`src/hw/rtl/gfl_pkg.sv`:
```
// shared constants and helpers for the gf(2^m) log/antilog arithmetic unit
package gfl_pkg;

	localparam int FIELD_BITS = 8;
	localparam int EXP_BITS = 32;

	localparam logic [2:0] CMD_ADD = 3'd0;
	localparam logic [2:0] CMD_MUL = 3'd1;
	localparam logic [2:0] CMD_LOG = 3'd2;
	localparam logic [2:0] CMD_ALOG = 3'd3;
	localparam logic [2:0] CMD_INV = 3'd4;
	localparam logic [2:0] CMD_POW = 3'd5;

	localparam logic [1:0] ERR_OK = 2'd0;
	localparam logic [1:0] ERR_ZERO = 2'd1;
	localparam logic [1:0] ERR_NOT_PRIM = 2'd2;

	// primitive polynomial of degree m, used as the reset value
	function automatic logic [16:0] default_poly(input int m);
		logic [16:0] p;
		unique case (m)
			2: p = 17'h00007;
			3: p = 17'h0000B;
			4: p = 17'h00013;
			5: p = 17'h00025;
			6: p = 17'h00043;
			7: p = 17'h00089;
			8: p = 17'h0011D;
			9: p = 17'h00211;
			10: p = 17'h00409;
			11: p = 17'h00805;
			12: p = 17'h01053;
			13: p = 17'h0201B;
			14: p = 17'h04443;
			15: p = 17'h08003;
			16: p = 17'h1100B;
			default: p = 17'h0011D;
		endcase
		return p;
	endfunction

endpackage

```
`src/hw/rtl/gf2m_log_table_alu.sv`:
```
// gf(2^m) arithmetic unit: add, multiply, log, antilog, inverse and power via tables
//
// Accepts one command per clock while in_stall is low and returns one result per command
// in order; stalls collapse bubbles stage by stage, so input keeps flowing while a
// finished result waits. The log and antilog tables live in two memories that are rebuilt
// from the field polynomial, one entry per cycle, 2^FIELD_BITS - 1 entries in all, after
// reset and after every polynomial write; during the rebuild in_stall is high and
// cfg_ready is low. A polynomial that is not primitive makes
// every command answer with result 0 and error 2 until a primitive one is written.
module gf2m_log_table_alu #(
	parameter int FIELD_BITS = gfl_pkg::FIELD_BITS
) (
	input  logic                               clk,
	input  logic                               arst_n,
	input  logic                               cfg_valid,
	output logic                               cfg_ready,
	input  logic [FIELD_BITS:0]                field_polynomial,
	input  logic                               in_valid,
	output logic                               in_stall,
	input  logic [2:0]                         command,
	input  logic [FIELD_BITS-1:0]              elem_a,
	input  logic [FIELD_BITS-1:0]              elem_b,
	input  logic signed [gfl_pkg::EXP_BITS-1:0] exponent,
	output logic                               out_valid,
	input  logic                               out_stall,
	output logic [FIELD_BITS-1:0]              result,
	output logic [1:0]                         error
);

	localparam int M = FIELD_BITS;
	localparam int ORDER = (1 << FIELD_BITS) - 1;
	localparam logic [M-1:0] ORDER_V = {M{1'b1}};
	localparam logic [M-1:0] LAST_IDX = ORDER_V - 1'b1;
	localparam logic [M:0] TOP_BIT = {1'b1, {M{1'b0}}};
	localparam logic [16:0] POLY_FULL = gfl_pkg::default_poly(FIELD_BITS);
	localparam logic [M:0] RESET_POLY = POLY_FULL[M:0];
	localparam int DIGITS = (gfl_pkg::EXP_BITS + FIELD_BITS - 1) / FIELD_BITS;
	localparam int EXT_W = DIGITS * FIELD_BITS;
	localparam int SUM_W = FIELD_BITS + $clog2(DIGITS + 1);
	localparam int WRAP_SHIFT = gfl_pkg::EXP_BITS % FIELD_BITS;
	localparam logic [M-1:0] WRAP_CORR = ORDER_V - M'(1 << WRAP_SHIFT);
	localparam int FOLDS = 6;
	localparam int PROD_W = 2 * FIELD_BITS;

	// table rebuild
	logic [M:0]   poly_q;
	logic         build_q;
	logic [M-1:0] bidx_q;
	logic [M-1:0] cur_q;
	logic         early_q;
	logic         np_q;
	logic [M:0]   shifted;
	logic [M-1:0] cur_next;
	logic         last;

	logic [M-1:0] alog_mem [0:ORDER-1];
	logic [M-1:0] log_mem [0:(1 << FIELD_BITS)-1];

	// pipeline
	logic en1, en2, en3, en4, en5, take;
	logic vld_s1, vld_s2, vld_s3, vld_s4, vld_s5;

	logic [EXT_W-1:0] exp_ext;
	logic [SUM_W-1:0] esum;
	logic [SUM_W-1:0] fold;
	logic [M-1:0]     r_next;
	logic [M:0]       msum, msub;
	logic [M-1:0]     midx, iidx;
	logic [M:0]       psum, psub;
	logic [M-1:0]     pidx, aidx;
	logic [M-1:0]     res_next;
	logic [1:0]       err_next;

	logic [2:0]       cmd_s1, cmd_s2, cmd_s3, cmd_s4;
	logic [M-1:0]     a_s1, a_s2, a_s3, a_s4;
	logic [M-1:0]     b_s1, b_s2, b_s3, b_s4;
	logic             ezero_s1, ezero_s2, ezero_s3, ezero_s4;
	logic [M-1:0]     la_s1, la_s2, la_s3, la_s4;
	logic [M-1:0]     lb_s1;
	logic [SUM_W-1:0] esum_s1;
	logic [M-1:0]     r_s2, r_s3;
	logic [M-1:0]     midx_s2, midx_s3;
	logic [M-1:0]     iidx_s2, iidx_s3;
	logic [PROD_W-1:0] prod_s3;
	logic [M-1:0]     alog_s4;
	logic [M-1:0]     res_s5;
	logic [1:0]       err_s5;

	assign cfg_ready = !build_q;

	always_comb begin
		shifted = {cur_q, 1'b0};
		if (shifted[M]) begin
			shifted = shifted ^ (poly_q | TOP_BIT);
		end
		cur_next = shifted[M-1:0];
		last = (bidx_q == LAST_IDX);
	end

	always_ff @(posedge clk or negedge arst_n) begin
		if (!arst_n) begin
			poly_q <= RESET_POLY;
			build_q <= 1'b1;
			bidx_q <= '0;
			cur_q <= M'(1);
			early_q <= 1'b0;
			np_q <= 1'b0;
		end else if (cfg_valid && cfg_ready) begin
			poly_q <= field_polynomial;
			build_q <= 1'b1;
			bidx_q <= '0;
			cur_q <= M'(1);
			early_q <= 1'b0;
		end else if (build_q) begin
			bidx_q <= bidx_q + 1'b1;
			cur_q <= cur_next;
			if (cur_next == M'(1) && !last) begin
				early_q <= 1'b1;
			end
			if (last) begin
				build_q <= 1'b0;
				np_q <= early_q || (cur_next != M'(1));
			end
		end
	end

	always_ff @(posedge clk) begin
		if (build_q) begin
			alog_mem[bidx_q] <= cur_q;
			log_mem[cur_q] <= bidx_q;
		end
	end

	// stage enables, a stage loads when it is empty or the next one moves
	assign en5 = !vld_s5 || !out_stall;
	assign en4 = !vld_s4 || en5;
	assign en3 = !vld_s3 || en4;
	assign en2 = !vld_s2 || en3;
	assign en1 = !vld_s1 || en2;
	assign in_stall = build_q || !en1;
	assign take = in_valid && !in_stall;

	always_ff @(posedge clk or negedge arst_n) begin
		if (!arst_n) begin
			vld_s1 <= 1'b0;
			vld_s2 <= 1'b0;
			vld_s3 <= 1'b0;
			vld_s4 <= 1'b0;
			vld_s5 <= 1'b0;
		end else begin
			if (en1) vld_s1 <= take;
			if (en2) vld_s2 <= vld_s1;
			if (en3) vld_s3 <= vld_s2;
			if (en4) vld_s4 <= vld_s3;
			if (en5) vld_s5 <= vld_s4;
		end
	end

	// exponent digit sum, 2^m is 1 modulo the group order
	always_comb begin
		exp_ext = EXT_W'($unsigned(exponent));
		esum = '0;
		for (int k = 0; k < DIGITS; k++) begin
			esum = esum + SUM_W'(exp_ext[k*M +: M]);
		end
		if (exponent[gfl_pkg::EXP_BITS-1]) begin
			esum = esum + SUM_W'(WRAP_CORR);
		end
	end

	always_ff @(posedge clk) begin
		if (en1) begin
			cmd_s1 <= command;
			a_s1 <= elem_a;
			b_s1 <= elem_b;
			ezero_s1 <= (exponent == '0);
			esum_s1 <= esum;
			la_s1 <= log_mem[elem_a];
			lb_s1 <= log_mem[elem_b];
		end
	end

	always_comb begin
		fold = esum_s1;
		for (int k = 0; k < FOLDS; k++) begin
			fold = SUM_W'(fold[M-1:0]) + (fold >> M);
		end
		r_next = (fold == SUM_W'(ORDER_V)) ? '0 : fold[M-1:0];
		msum = {1'b0, la_s1} + {1'b0, lb_s1};
		msub = msum - {1'b0, ORDER_V};
		midx = (msum >= {1'b0, ORDER_V}) ? msub[M-1:0] : msum[M-1:0];
		iidx = (la_s1 == '0) ? '0 : ORDER_V - la_s1;
	end

	always_ff @(posedge clk) begin
		if (en2) begin
			cmd_s2 <= cmd_s1;
			a_s2 <= a_s1;
			b_s2 <= b_s1;
			ezero_s2 <= ezero_s1;
			la_s2 <= la_s1;
			r_s2 <= r_next;
			midx_s2 <= midx;
			iidx_s2 <= iidx;
		end
	end

	always_ff @(posedge clk) begin
		if (en3) begin
			cmd_s3 <= cmd_s2;
			a_s3 <= a_s2;
			b_s3 <= b_s2;
			ezero_s3 <= ezero_s2;
			la_s3 <= la_s2;
			r_s3 <= r_s2;
			midx_s3 <= midx_s2;
			iidx_s3 <= iidx_s2;
			prod_s3 <= PROD_W'(la_s2) * PROD_W'(r_s2);
		end
	end

	always_comb begin
		psum = {1'b0, prod_s3[M-1:0]} + {1'b0, prod_s3[PROD_W-1:M]};
		psub = psum - {1'b0, ORDER_V};
		pidx = (psum >= {1'b0, ORDER_V}) ? psub[M-1:0] : psum[M-1:0];
		unique case (cmd_s3)
			gfl_pkg::CMD_MUL: aidx = midx_s3;
			gfl_pkg::CMD_ALOG: aidx = r_s3;
			gfl_pkg::CMD_INV: aidx = iidx_s3;
			gfl_pkg::CMD_POW: aidx = pidx;
			default: aidx = '0;
		endcase
	end

	always_ff @(posedge clk) begin
		if (en4) begin
			cmd_s4 <= cmd_s3;
			a_s4 <= a_s3;
			b_s4 <= b_s3;
			ezero_s4 <= ezero_s3;
			la_s4 <= la_s3;
			alog_s4 <= alog_mem[aidx];
		end
	end

	always_comb begin
		res_next = '0;
		err_next = gfl_pkg::ERR_OK;
		if (np_q) begin
			err_next = gfl_pkg::ERR_NOT_PRIM;
		end else begin
			unique case (cmd_s4)
				gfl_pkg::CMD_ADD: res_next = a_s4 ^ b_s4;
				gfl_pkg::CMD_MUL: res_next = (a_s4 != '0 && b_s4 != '0) ? alog_s4 : '0;
				gfl_pkg::CMD_LOG: begin
					if (a_s4 == '0) err_next = gfl_pkg::ERR_ZERO;
					else res_next = la_s4;
				end
				gfl_pkg::CMD_ALOG: res_next = alog_s4;
				gfl_pkg::CMD_INV: begin
					if (a_s4 == '0) err_next = gfl_pkg::ERR_ZERO;
					else res_next = alog_s4;
				end
				gfl_pkg::CMD_POW: begin
					if (a_s4 == '0) res_next = ezero_s4 ? M'(1) : '0;
					else res_next = alog_s4;
				end
				default: res_next = '0;
			endcase
		end
	end

	always_ff @(posedge clk) begin
		if (en5) begin
			res_s5 <= res_next;
			err_s5 <= err_next;
		end
	end

	assign out_valid = vld_s5;
	assign result = res_s5;
	assign error = err_s5;

endmodule

```
`config.mk`:
```
export PLATFORM = sky130hd
export DESIGN_NAME = gf2m_log_table_alu
export DESIGN_NICKNAME = d
export VERILOG_FILES = /design/src/hw/rtl/gfl_pkg.sv /design/src/hw/rtl/gf2m_log_table_alu.sv
export SDC_FILE = /design/constraint.sdc
export NUM_CORES = 2
export LEC_CHECK = 0
export BUFFER_PORTS_ARGS = -buffer_cell sky130_fd_sc_hd__buf_2
export CORE_UTILIZATION = 37
export CTS_CLUSTER_DIAMETER = 150
export CTS_CLUSTER_SIZE = 24
export DETAILED_ROUTE_END_ITERATION = 10
export PLACE_DENSITY_LB_ADDON = 0.08
export SLEW_MARGIN = 20
export SYNTH_ARGS = -nofsm -noshare
export SYNTH_HDL_FRONTEND = slang
export SYNTH_SLANG_ARGS = --single-unit
export TNS_END_PERCENT = 20
```
`constraint.sdc`:
```
create_clock -name clk -period 6.23 [get_ports clk]
set_input_delay 1.246 -clock clk [delete_from_list [all_inputs] [get_ports clk]]
set_output_delay 1.246 -clock clk [all_outputs]
set_load 0.01 [all_outputs]
```
==> run summary <==
final worst-path cycle share: 98.0%
Syn Nets: 11605
total vias in the final route: 107550
Setup Crit Path Kind: register to register
worst hold path type: register to register
Switching Share: 37.3%
IO Port Bufs: 76
largest net degree at the start of global routing: 211
root buffer cell: clkbuf_16
Worst-path clk slew: 0.10 ns
initial core utilization: 37.2%
top-level I/O count: 78
asr flop ratio synth: 0.739%
Internal: 51.5 mW
Combinational Power Share: 34.4%
RSZ-0062 raised after global routing: true
Relative slew margins: 16.2%
Mapped Area: 189000 µm²
post-DR vias/cell: 5.88
top-count cell post-synth: edfxtp_1
post-synthesis sequential element count: 4333
Die ar.: 515000 µm²
H-tree depth: 4
Post-Synthesis Cells: 11404
Startpoint Class: register
layout cells sized above 1: 20.7%
number of routed nets with antenna violations: 0
clk_skew: 0.153 ns
Die W: 718 µm
CP Data Required Time: 6.97 ns
# setup viols final: 0
max-cap violation count: 0
Setup crit end kind: register
Peak VDD IR: 0.000463 V
EDFF count, synth: 4301
Initial DRT Pass Iterations: 6
total track usage: 23.1%
initial antenna violation count: 50
worst hold margin: 0.420 ns
Starting DRT DRC Count: 11536
minimum clock period: 6.10 ns
worst-skew pair later-pin latency: 1.03 ns
core area: 509000 µm²
Flop pwr share: 46.9%
Die Ht: 718 µm
total CTS buffers: 202
vias in the first global route: 107481
fmax: 164 MHz
routed wire length: 610 mm
Routed WL per cell: 33.4 µm
multi-input logic area: 56500 µm²
register area: 130000 µm²
Slew Limit Fails: 0
Hold Vio Cnt, Final: 0
Design Power: 82.1 mW
most frequent cells after synthesis: edfxtp_1, nand2_1, mux4_2
status: complete, no violations
sw power: 30.6 mW
CTS Buffer Depth: 4
Layout Nets: 11663
RD Place Congestion: 0.829
CP arrival: 6.84 ns
TritonCTS clock tree: done
Synth top area share: 68.2%
Yosys cell types: 79
first-pass GRT wire length: 853 mm
Post-synth top flop: edfxtp_1
Detailed Place HPWL: 400 mm
fillers: 45649
Area Growth Syn to Fin: 9.36%
PD cells: 396 nW/µm²
Synth Area per Inst: 16.6 µm²
synth warn: 0
Worst-Margin Slew: 1.26 ns
Worst Path Max Fanout: 36
sequential share of the synthesized area: 68.6%
gr ovfl total: 0
FP Rows: 262
DRC violations left: 0
top post-synthesis cells by area: edfxtp_1, mux4_2, nand2_1, nand3_1, nor2_1
Sink Count: 4333
clock share of power: 18.7%
leakage power: 65.6 nW
Post-CTS Hold Buffers: 0
post-synth top area cell: edfxtp_1
## layer usage
layer / global-route usage (%) / vias up / wire (µm)
li1: - / 45126 / -
met1: 33.5 / 58224 / 268000
met2: 37.4 / 3629 / 290000
met3: 3.30 / 561 / 38200
met4: 4.69 / 10 / 13900
met5: 0 / - / 69
## metrics by stage
stage / instances / util, % / setup slack (ns) / TNS [ns] / instance area, µm²
floorplan: 11404 / - / 0.271 / 0 / 189000
global placement: 17974 / 39.5 / -0.364 / -2.77 / 201000
detailed placement: 17976 / 39.5 / -0.0593 / -0.298 / 201000
CTS: 18238 / 40.6 / 0.00230 / 0 / 207000
global route: 18255 / 40.7 / -0.120 / -0.624 / 207000
finish: 18285 / 40.7 / 0.125 / 0 / 207000
## area by class of cell
cell class                 instances  area share (%)
sequential                      4333            62.7
multi-input combinational       6193            27.3
tap                             6732            4.06
timing repair buffer             661            3.10
clock buffer                     252            2.55
inverter                          71           0.129
clock inverter                    10          0.0839
antenna                           33          0.0398
## flip-flops by register name (all words and copies together), names as in the netlist, 11 cells and up
name,cells
alog_mem,2040
prod_s3,16
esum_s1,11
log_mem,2048
## path summary, 6_finish.rpt
check / start / endpoint / slack (ns) / cells after the start
hold reg to reg: la_s3[4] / la_s4[4] / 0.42 / 0
setup / recovery: prod_s3[0] / alog_s4[1] / 0.13 / 19
max in group asynchronous: arst_n / bidx_q[5] / 5.16 / 2
min in group asynchronous: arst_n / vld_s2 / 0.43 / 2
setup reg to reg: prod_s3[0] / alog_s4[1] / 0.13 / 19
hold / removal: la_s3[4] / la_s4[4] / 0.42 / 0
## placed cells by master (no fill, tap or decap), types with 90 or more instances in the layout
master and count:
nor2_1 562, a21oi_1 147, and3_1 168, clkbuf_16 204, buf_4 459, mux4_2 1365, nand2_1 1939, buf_12 118
nand3_1 749, a311oi_1 155, a211oi_1 90, edfxtp_1 4301, a31oi_1 140
## power by group through the flow
stage	clock (mW)	sequential, mW	combinational, mW
after detailed placement	0	39.3	28.1
after floorplan	0	40.6	13.3
after global placement	0	39.3	27.7
after CTS	15.8	38.6	28.2
after global routing	16.6	38.7	30.2
final	15.4	38.5	28.3
## repair_timing
action | in CTS | in global routing
gates resized for setup | 4 | 37
pin swaps | 1 | 17
hold endpoints to repair | 0 | 0
setup buffers | 0 | 10
cloned | 0 | 1
endpoints found under the setup margin | 7 | 11
## critical path, cell delays in order, from the launching register on
cell and delay [ns]:
edfxtp_1 0.38, ha_1 0.23, inv_1 0.07, fa_1 0.20, nor2b_1 0.07, o22ai_1 0.34
mux2i_1 0.34, nand4_1 0.40, o2111ai_4 0.64, and2_4 0.63, buf_12 0.26, buf_12 0.23
nor2_1 0.07, a311oi_1 0.33, a311oi_1 0.09, a31oi_1 0.35, nor2_1 0.21, o31ai_1 0.32
buf_4 0.20, and4_1 0.42
## cell families (layout without fill, tap and decap cells)
group           count (synthesis)  in the layout  synth area share [%]
flops                        4333           4333                  68.6
simple gates                 3722           3723                  8.41
mux                          1424           1424                  16.5
buf+inv                       879            994                  1.88
compound gates                818            818                  3.06
fa+ha+maj                     136            136                  1.12
xor+xnor                       92             92                 0.425
other cells                     0             33                     0
Note: power is estimated with default switching activity, not from simulation.
